===== src/sv/swmr_pkg.sv =====
// Shared types and constants for the match-removal stack.
// Used by the cell, the top level and the checker; depends on nothing.
package swmr_pkg;

  localparam int WORD_W    = 32;
  localparam int DEPTH_DEF = 16;

  typedef enum logic [1:0] {
    REQ_PUSH   = 2'd0,
    REQ_POP    = 2'd1,
    REQ_PEEK   = 2'd2,
    REQ_REMOVE = 2'd3
  } req_t;

  typedef enum logic [1:0] {
    ST_OK        = 2'd0,
    ST_EMPTY     = 2'd1,
    ST_FULL      = 2'd2,
    ST_NOT_FOUND = 2'd3
  } status_t;

  // Control broadcast from the top level to every cell in the row.
  typedef struct packed {
    logic                     push;
    logic                     pop;
    logic                     remove;
    logic signed [WORD_W-1:0] value;
  } cell_ctrl_t;

endpackage


===== src/sv/swmr_cell.sv =====
// One storage cell of the match-removal stack row.
// Depends on swmr_pkg for the control struct and the word width.
module swmr_cell (
  input  logic                               clk,
  input  swmr_pkg::cell_ctrl_t               ctrl,
  input  logic                               occupied,
  input  logic signed [swmr_pkg::WORD_W-1:0] up_data,
  input  logic signed [swmr_pkg::WORD_W-1:0] down_data,
  input  logic                               found_in,
  output logic                               found_out,
  output logic signed [swmr_pkg::WORD_W-1:0] data_out
);
  import swmr_pkg::*;

  logic signed [WORD_W-1:0] data_r;
  logic signed [WORD_W-1:0] data_nxt;
  logic                     hit;

  // A cell at or below the first match nearest the top moves up by one place.
  assign hit       = ctrl.remove & occupied & (data_r == ctrl.value);
  assign found_out = found_in | hit;
  assign data_out  = data_r;

  always_comb begin
    data_nxt = data_r;
    if (ctrl.push) begin
      data_nxt = up_data;
    end else if (ctrl.pop || (ctrl.remove && found_out)) begin
      data_nxt = down_data;
    end
  end

  always_ff @(posedge clk) begin
    data_r <= data_nxt;
  end

endmodule


===== src/sv/stack_with_match_removal.sv =====
// Match-removal stack: a row of DEPTH cells, cell 0 holding the top entry.
// The result is registered and appears in the cycle after the transaction is accepted.
// Throughput: one transaction per cycle outside reset; push, pop, peek and
// remove each finish in the cycle of acceptance, the match search running
// along the row. Reset (synchronous, active low) empties the stack and
// clears the strobe; busy is high only while reset is held. Depends on swmr_pkg and swmr_cell.
module stack_with_match_removal #(
  parameter int DEPTH = swmr_pkg::DEPTH_DEF,
  parameter int CNT_W = $clog2(DEPTH + 1)
) (
  input  logic                               clk,
  input  logic                               rst_n,
  input  logic                               start,
  output logic                               busy,
  input  logic [1:0]                         in_req_type,
  input  logic signed [swmr_pkg::WORD_W-1:0] in_value,
  output logic                               out_valid,
  output logic signed [swmr_pkg::WORD_W-1:0] out_result_value,
  output logic [1:0]                         out_status,
  output logic [CNT_W-1:0]                   out_depth_now
);
  import swmr_pkg::*;

  // The stack is held as a row of cells indexed from the top, so a push
  // shifts every entry one cell away from the top and a pop or a removal
  // shifts the entries below the removed one a cell towards it.
  logic                     accept;
  logic [CNT_W-1:0]         count_r;
  logic [CNT_W-1:0]         count_nxt;
  logic                     empty;
  logic                     full;
  logic                     found;
  cell_ctrl_t               ctrl;
  logic [1:0]               status_nxt;
  logic signed [WORD_W-1:0] result_nxt;

  logic                     out_valid_r;
  logic signed [WORD_W-1:0] out_result_value_r;
  logic [1:0]               out_status_r;
  logic [CNT_W-1:0]         out_depth_now_r;

  logic signed [WORD_W-1:0] cell_data [DEPTH];
  logic                     found_chain [DEPTH+1];

  // No transaction can be taken while reset is held.
  assign busy   = ~rst_n;
  assign accept = start & ~busy;

  assign empty = (count_r == '0);
  assign full  = (count_r == CNT_W'(DEPTH));

  // Broadcast control: push and pop are gated here so that a refused
  // transaction leaves every cell untouched.
  always_comb begin
    ctrl.push   = accept && (in_req_type == REQ_PUSH) && !full;
    ctrl.pop    = accept && (in_req_type == REQ_POP) && !empty;
    ctrl.remove = accept && (in_req_type == REQ_REMOVE);
    ctrl.value  = in_value;
  end

  assign found_chain[0] = 1'b0;

  for (genvar i = 0; i < DEPTH; i++) begin : g_cell
    logic signed [WORD_W-1:0] up_data;
    logic signed [WORD_W-1:0] down_data;
    logic                     occupied;

    assign occupied = (CNT_W'(i) < count_r);

    if (i == 0) begin : g_top
      assign up_data = in_value;
    end else begin : g_mid
      assign up_data = cell_data[i-1];
    end

    // The bottom cell has nothing beneath it; it keeps its own word, which
    // then lies beyond the fill count and is never read.
    if (i == DEPTH - 1) begin : g_bot
      assign down_data = cell_data[i];
    end else begin : g_up
      assign down_data = cell_data[i+1];
    end

    swmr_cell u_cell (
      .clk       (clk),
      .ctrl      (ctrl),
      .occupied  (occupied),
      .up_data   (up_data),
      .down_data (down_data),
      .found_in  (found_chain[i]),
      .found_out (found_chain[i+1]),
      .data_out  (cell_data[i])
    );
  end

  assign found = found_chain[DEPTH];

  // Result and new fill count. A removed entry equals the search word, so
  // the search word itself is returned.
  always_comb begin
    count_nxt  = count_r;
    status_nxt = ST_OK;
    result_nxt = '0;
    case (req_t'(in_req_type))
      REQ_PUSH: begin
        if (full) begin
          status_nxt = ST_FULL;
        end else begin
          count_nxt = count_r + CNT_W'(1);
        end
      end
      REQ_POP: begin
        if (empty) begin
          status_nxt = ST_EMPTY;
        end else begin
          result_nxt = cell_data[0];
          count_nxt  = count_r - CNT_W'(1);
        end
      end
      REQ_PEEK: begin
        if (empty) begin
          status_nxt = ST_EMPTY;
        end else begin
          result_nxt = cell_data[0];
        end
      end
      REQ_REMOVE: begin
        if (empty) begin
          status_nxt = ST_EMPTY;
        end else if (!found) begin
          status_nxt = ST_NOT_FOUND;
        end else begin
          result_nxt = in_value;
          count_nxt  = count_r - CNT_W'(1);
        end
      end
      default: begin
        status_nxt = ST_OK;
      end
    endcase
  end

  always_ff @(posedge clk) begin
    if (!rst_n) begin
      count_r     <= '0;
      out_valid_r <= 1'b0;
    end else begin
      out_valid_r <= accept;
      if (accept) begin
        count_r <= count_nxt;
      end
    end
  end

  // Result payload needs no reset; the strobe qualifies it.
  always_ff @(posedge clk) begin
    if (accept) begin
      out_result_value_r <= result_nxt;
      out_status_r       <= status_nxt;
      out_depth_now_r    <= count_nxt;
    end
  end

  assign out_valid        = out_valid_r;
  assign out_result_value = out_result_value_r;
  assign out_status       = out_status_r;
  assign out_depth_now    = out_depth_now_r;

endmodule


===== config.mk =====
export PLATFORM = sky130hd
export DESIGN_NAME = stack_with_match_removal
export DESIGN_NICKNAME = d
export VERILOG_FILES = /design/src/sv/swmr_pkg.sv /design/src/sv/swmr_cell.sv /design/src/sv/stack_with_match_removal.sv
export SDC_FILE = /design/constraint.sdc
export NUM_CORES = 1
export LEC_CHECK = 0
export ABC_CLOCK_PERIOD_IN_PS = 7730
export BUFFER_PORTS_ARGS = -buffer_cell sky130_fd_sc_hd__buf_2
export CORE_ASPECT_RATIO = 1.4
export CORE_MARGIN = 5
export CORE_UTILIZATION = 31
export CTS_CLUSTER_DIAMETER = 50
export DETAILED_ROUTE_END_ITERATION = 16
export HOLD_SLACK_MARGIN = 0.06
export PLACE_DENSITY = 0.54
export SKIP_LAST_GASP = 1
export SYNTH_ARGS = -nofsm -noshare
export SYNTH_HDL_FRONTEND = slang
export SYNTH_HIERARCHICAL = 1
export SYNTH_SLANG_ARGS = --single-unit

===== constraint.sdc =====
create_clock -name clk -period 7.73 [get_ports clk]
set_input_delay 0.773 -clock clk [delete_from_list [all_inputs] [get_ports clk]]
set_output_delay 0.773 -clock clk [all_outputs]
set_load 0.05 [all_outputs]

==> summary.md <==
| Metric | Value |
|---|---|
| Run status | `finished, final reports clean` |
| Post-synthesis cell area | `approximately 0.030 mm2` |
| Critical path fanouts, max | `32` |
| Core Util, Final | `0.351` |
| Port bufs | `77` |
| FFs w/ async S/R, synth | `0` |
| DRC | `0` |
| Die area | `between 0.1 and 0.15 mm2` |
| CP Launch Point | `in_req_type[0]` |
| Most used cell, CP | `o21bai_1` |
| Detail Route met2 WL | `~42 mm` |
| Pleak | `between 10 and 15 nW` |
| Clk slew on worst S/H paths | `0.06 ns` |
| Yosys warns | `6` |
| CTS Buffer Depth | `3` |
| Synth unique cells | `between 50 and 60` |
| Power Dens Cells | `approximately 210 mW/mm2` |
| Crit start category | `input pin` |
| Core area | `0.0964 mm2` |
| Hold Crit Start | `start` |
| Crit path kind | `in2reg` |
| Detail Route Antenna Nets | `0` |
| Skew-Pair Late Insertion Delay | `~0.64 ns` |
| Fmax | `157 MHz` |
| Drt first pass iters | `6` |
| Fraction of layout cells with a size suffix above 1 | `0.328` |
| First-pass GRT wire length | `roughly 120 mm` |
| Post-synthesis sequential area ratio | `0.555` |
| PostCTS Resize Cnt | `0` |
| Top Layer Used | `met5` |
| Vias per std cell | `just under 5` |
| Initial Util | `0.311` |
| Multi-input gate area | `0.0128 mm2` |
| Commonest cells after routing, fill and taps aside | `edfxtp_1 (551), mux2_2 (512), xnor2_1 (402)` |
| R2R Setup Slk | `1.37 ns` |
| CP Capture Type | `register` |
| Iteration-0 DRC Markers | `1168` |
| Reg2reg end | `out_result_value[20]` |
| Tot GR Track Use | `0.147` |
| Slowest-stage cell, CP | `buf_4` |
| Total I/O pin count | `78` |
| Hold Path Sink | `count_r[4]` |
| Worst R2R Start | `count_r[1]` |
| Post-Syn Area per Cell | `around 14 um2` |
| Slew Limit Fails | `0` |
| Max-slew headroom | `0.210` |
| H-tree lvl count | `2` |
| Post-synth EDFFs | `roughly 550` |
| Most common flop cell mapped by yosys | `edfxtp_1` |
| Clock sink count | `between 500 and 600` |
| Num CTS Buffers | `56` |
| RSZ-0062 raised after global routing | `false` |
| WL met1 | `between 30 and 40 mm` |
| Mapped Cells | `around 2100` |
| Worst hold margin | `around 0.45 ns` |
| Post-place setup slack | `about 0.77 ns` |
| VDD IR-drop max | `roughly 0.00016 V` |
| Number of global-route vias before repair | `~19000` |
| Sequential Area | `between 0.015 and 0.02 mm2` |
| Initial antenna violation count | `7` |
| Via count | `approximately 18000` |
| Crit path arrival time | `between 6 and 7 ns` |
| MaxCap Viol Count | `0` |
| Drt wl/cell | `22.1 um` |
| Post-CTS Hold Fix Bufs | `0` |
| Fill cells | `~9400` |
| HPWL after DPL | `about 57 mm` |
| Chip height | `roughly 380 um` |
| Nets | `roughly 2200` |
| Row cnt | `approximately 140` |
| Fin crit share | `0.826` |
| Setup TNS | `0 ns` |
| # Post-CTS Setup Buffers | `0` |
| Die Wd | `273 um` |
| Critical path data required time | `between 8 and 9 ns` |
| Area Growth Syn to Fin | `12.7%` |
| GRT Residual Overflow | `0` |
| FF-to-FF path depth | `25` |
| HP Class | `in2reg` |
| CTS tree | `yes` |
| #FFs+latches synth | `approximately 560` |
| Worst Tran Pin Value | `between 1 and 1.5 ns` |
| Final wirelength | `78.3 mm` |
| Worst setup margin | `~1.3 ns` |
| Tmin final | `approximately 6.4 ns` |
| Met3 Wirelength | `approximately 2.3 mm` |
| Endpoints failing setup | `0` |
| Final Hold Viols | `0` |
| Largest net degree at the start of global routing | `198` |
| Clk_skew | `about 0.03 ns` |
| Commonest non-fill, non-tap cell in the layout | `edfxtp_1` |
| Hold Crit Depth | `2` |
| CP peak stage delay | `0.49 ns` |
| CTS root buf | `clkbuf_16` |
| Routability-driven placement congestion ratio | `around 0.8` |
[cell families (layout without fill, tap and decap cells)]
group,after synthesis,count (layout),share of synthesized area
multiplexers,513,513,0.192
other,1,5,0.000125
AND/OR/NAND/NOR,226,226,0.0423
AO/OA/AOI/OAI,201,201,0.0516
buffers and inverters,161,288,0.0244
flip-flops,557,557,0.555
adder cells (fa/ha/maj),8,8,0.00333
XOR/XNOR,450,450,0.131
[area by class of cell]
cell class | instances | area share
Antenna cell | 3 | 0.000222
Clock buffer | 73 | 0.0448
Clock inverter | 31 | 0.00842
Inverter | 77 | 0.00853
Multi-Input combinational cell | 1400 | 0.379
Sequential cell | 557 | 0.492
Tap cell | 1301 | 0.0481
Timing Repair Buffer | 107 | 0.0188
[critical path, delay by kind of cell]
family / cells / cell delay (ns)
compound gates: 17 / 3.20
buf+inv: 3 / 0.98
fa+ha+maj: 1 / 0.31
simple gates: 5 / 1.55
[cells in the mapped netlist, types with 4 or more instances]
| cell | number | area [um2] |
|---|---|---|
| edfxtp_1 | 551 | 16500 |
| mux2_2 | 512 | 5770 |
| xnor2_1 | 402 | 3520 |
| nand4_1 | 97 | 607 |
| inv_1 | 77 | 289 |
| buf_2 | 50 | 250 |
| xor2_1 | 48 | 420 |
| nor2_1 | 37 | 139 |
| nor4_1 | 32 | 200 |
| o21ai_0 | 26 | 130 |
| clkbuf_1 | 23 | 86.3 |
| nand3_1 | 20 | 100 |
| o21bai_1 | 19 | 143 |
| a211oi_1 | 17 | 128 |
| a22oi_1 | 17 | 128 |
| nand2_1 | 17 | 63.8 |
| o2111ai_1 | 17 | 149 |
| o22ai_1 | 17 | 106 |
| a2111oi_0 | 16 | 140 |
| a222oi_1 | 16 | 160 |
| a22oi_2 | 16 | 200 |
| o21ai_1 | 16 | 80.1 |
| buf_6 | 9 | 101 |
| ha_1 | 8 | 100 |
| dfxtp_1 | 6 | 120 |
| a21oi_1 | 5 | 25.0 |
| nor2b_1 | 4 | 25.0 |
[flip-flops by register name, summed over array words and instances (netlist names)]
register / flops
out_valid: 1
out_depth_now: 5
out_status: 2
out_result_value: 32
g_cell.u_cell/data_out: 512
count_r: 5
[report_power, final]
part	total (mW)	internal, mW	leakage [nW]	switching, mW
clock	2.72	1.52	0.868	1.20
sequential	3.60	3.49	5.12	0.113
combinational	0.780	0.328	4.39	0.452
[layer usage]
metal | global-route usage | up-vias
met2 | 0.279 | 250
met1 | 0.174 | 8914
met5 | 0 | -
li1 | - | 8261
met3 | 0.0188 | 106
met4 | 0.0411 | 6
[through the flow]
| stage | instances | instance area (um2) | total power [mW] |
|---|---|---|---|
| 2_1_floorplan | 2118 | 30000 | 4.17 |
| 4_1_cts | 3546 | 33900 | 7.21 |
| 6_report | 3549 | 33900 | 7.10 |
| 5_1_grt | 3546 | 33900 | 7.38 |
| 3_5_place_dp | 3442 | 32100 | 4.45 |
| 3_3_place_gp | 3442 | 32100 | 4.43 |
[how the worst max path moves through the flow]
stage / slack, ns / to / depth (start not counted)
2_1_floorplan: 1.87 / g_cell[15].u_cell/data_out[0] / 22
3_3_place_gp: 0.82 / out_result_value[2] / 26
3_5_place_dp: 0.77 / out_result_value[27] / 26
4_1_cts: 1.39 / out_result_value[20] / 26
5_1_grt: 0.83 / out_result_value[5] / 25
6_report: 1.34 / out_result_value[20] / 26
Note: power is estimated with default switching activity, not from simulation.
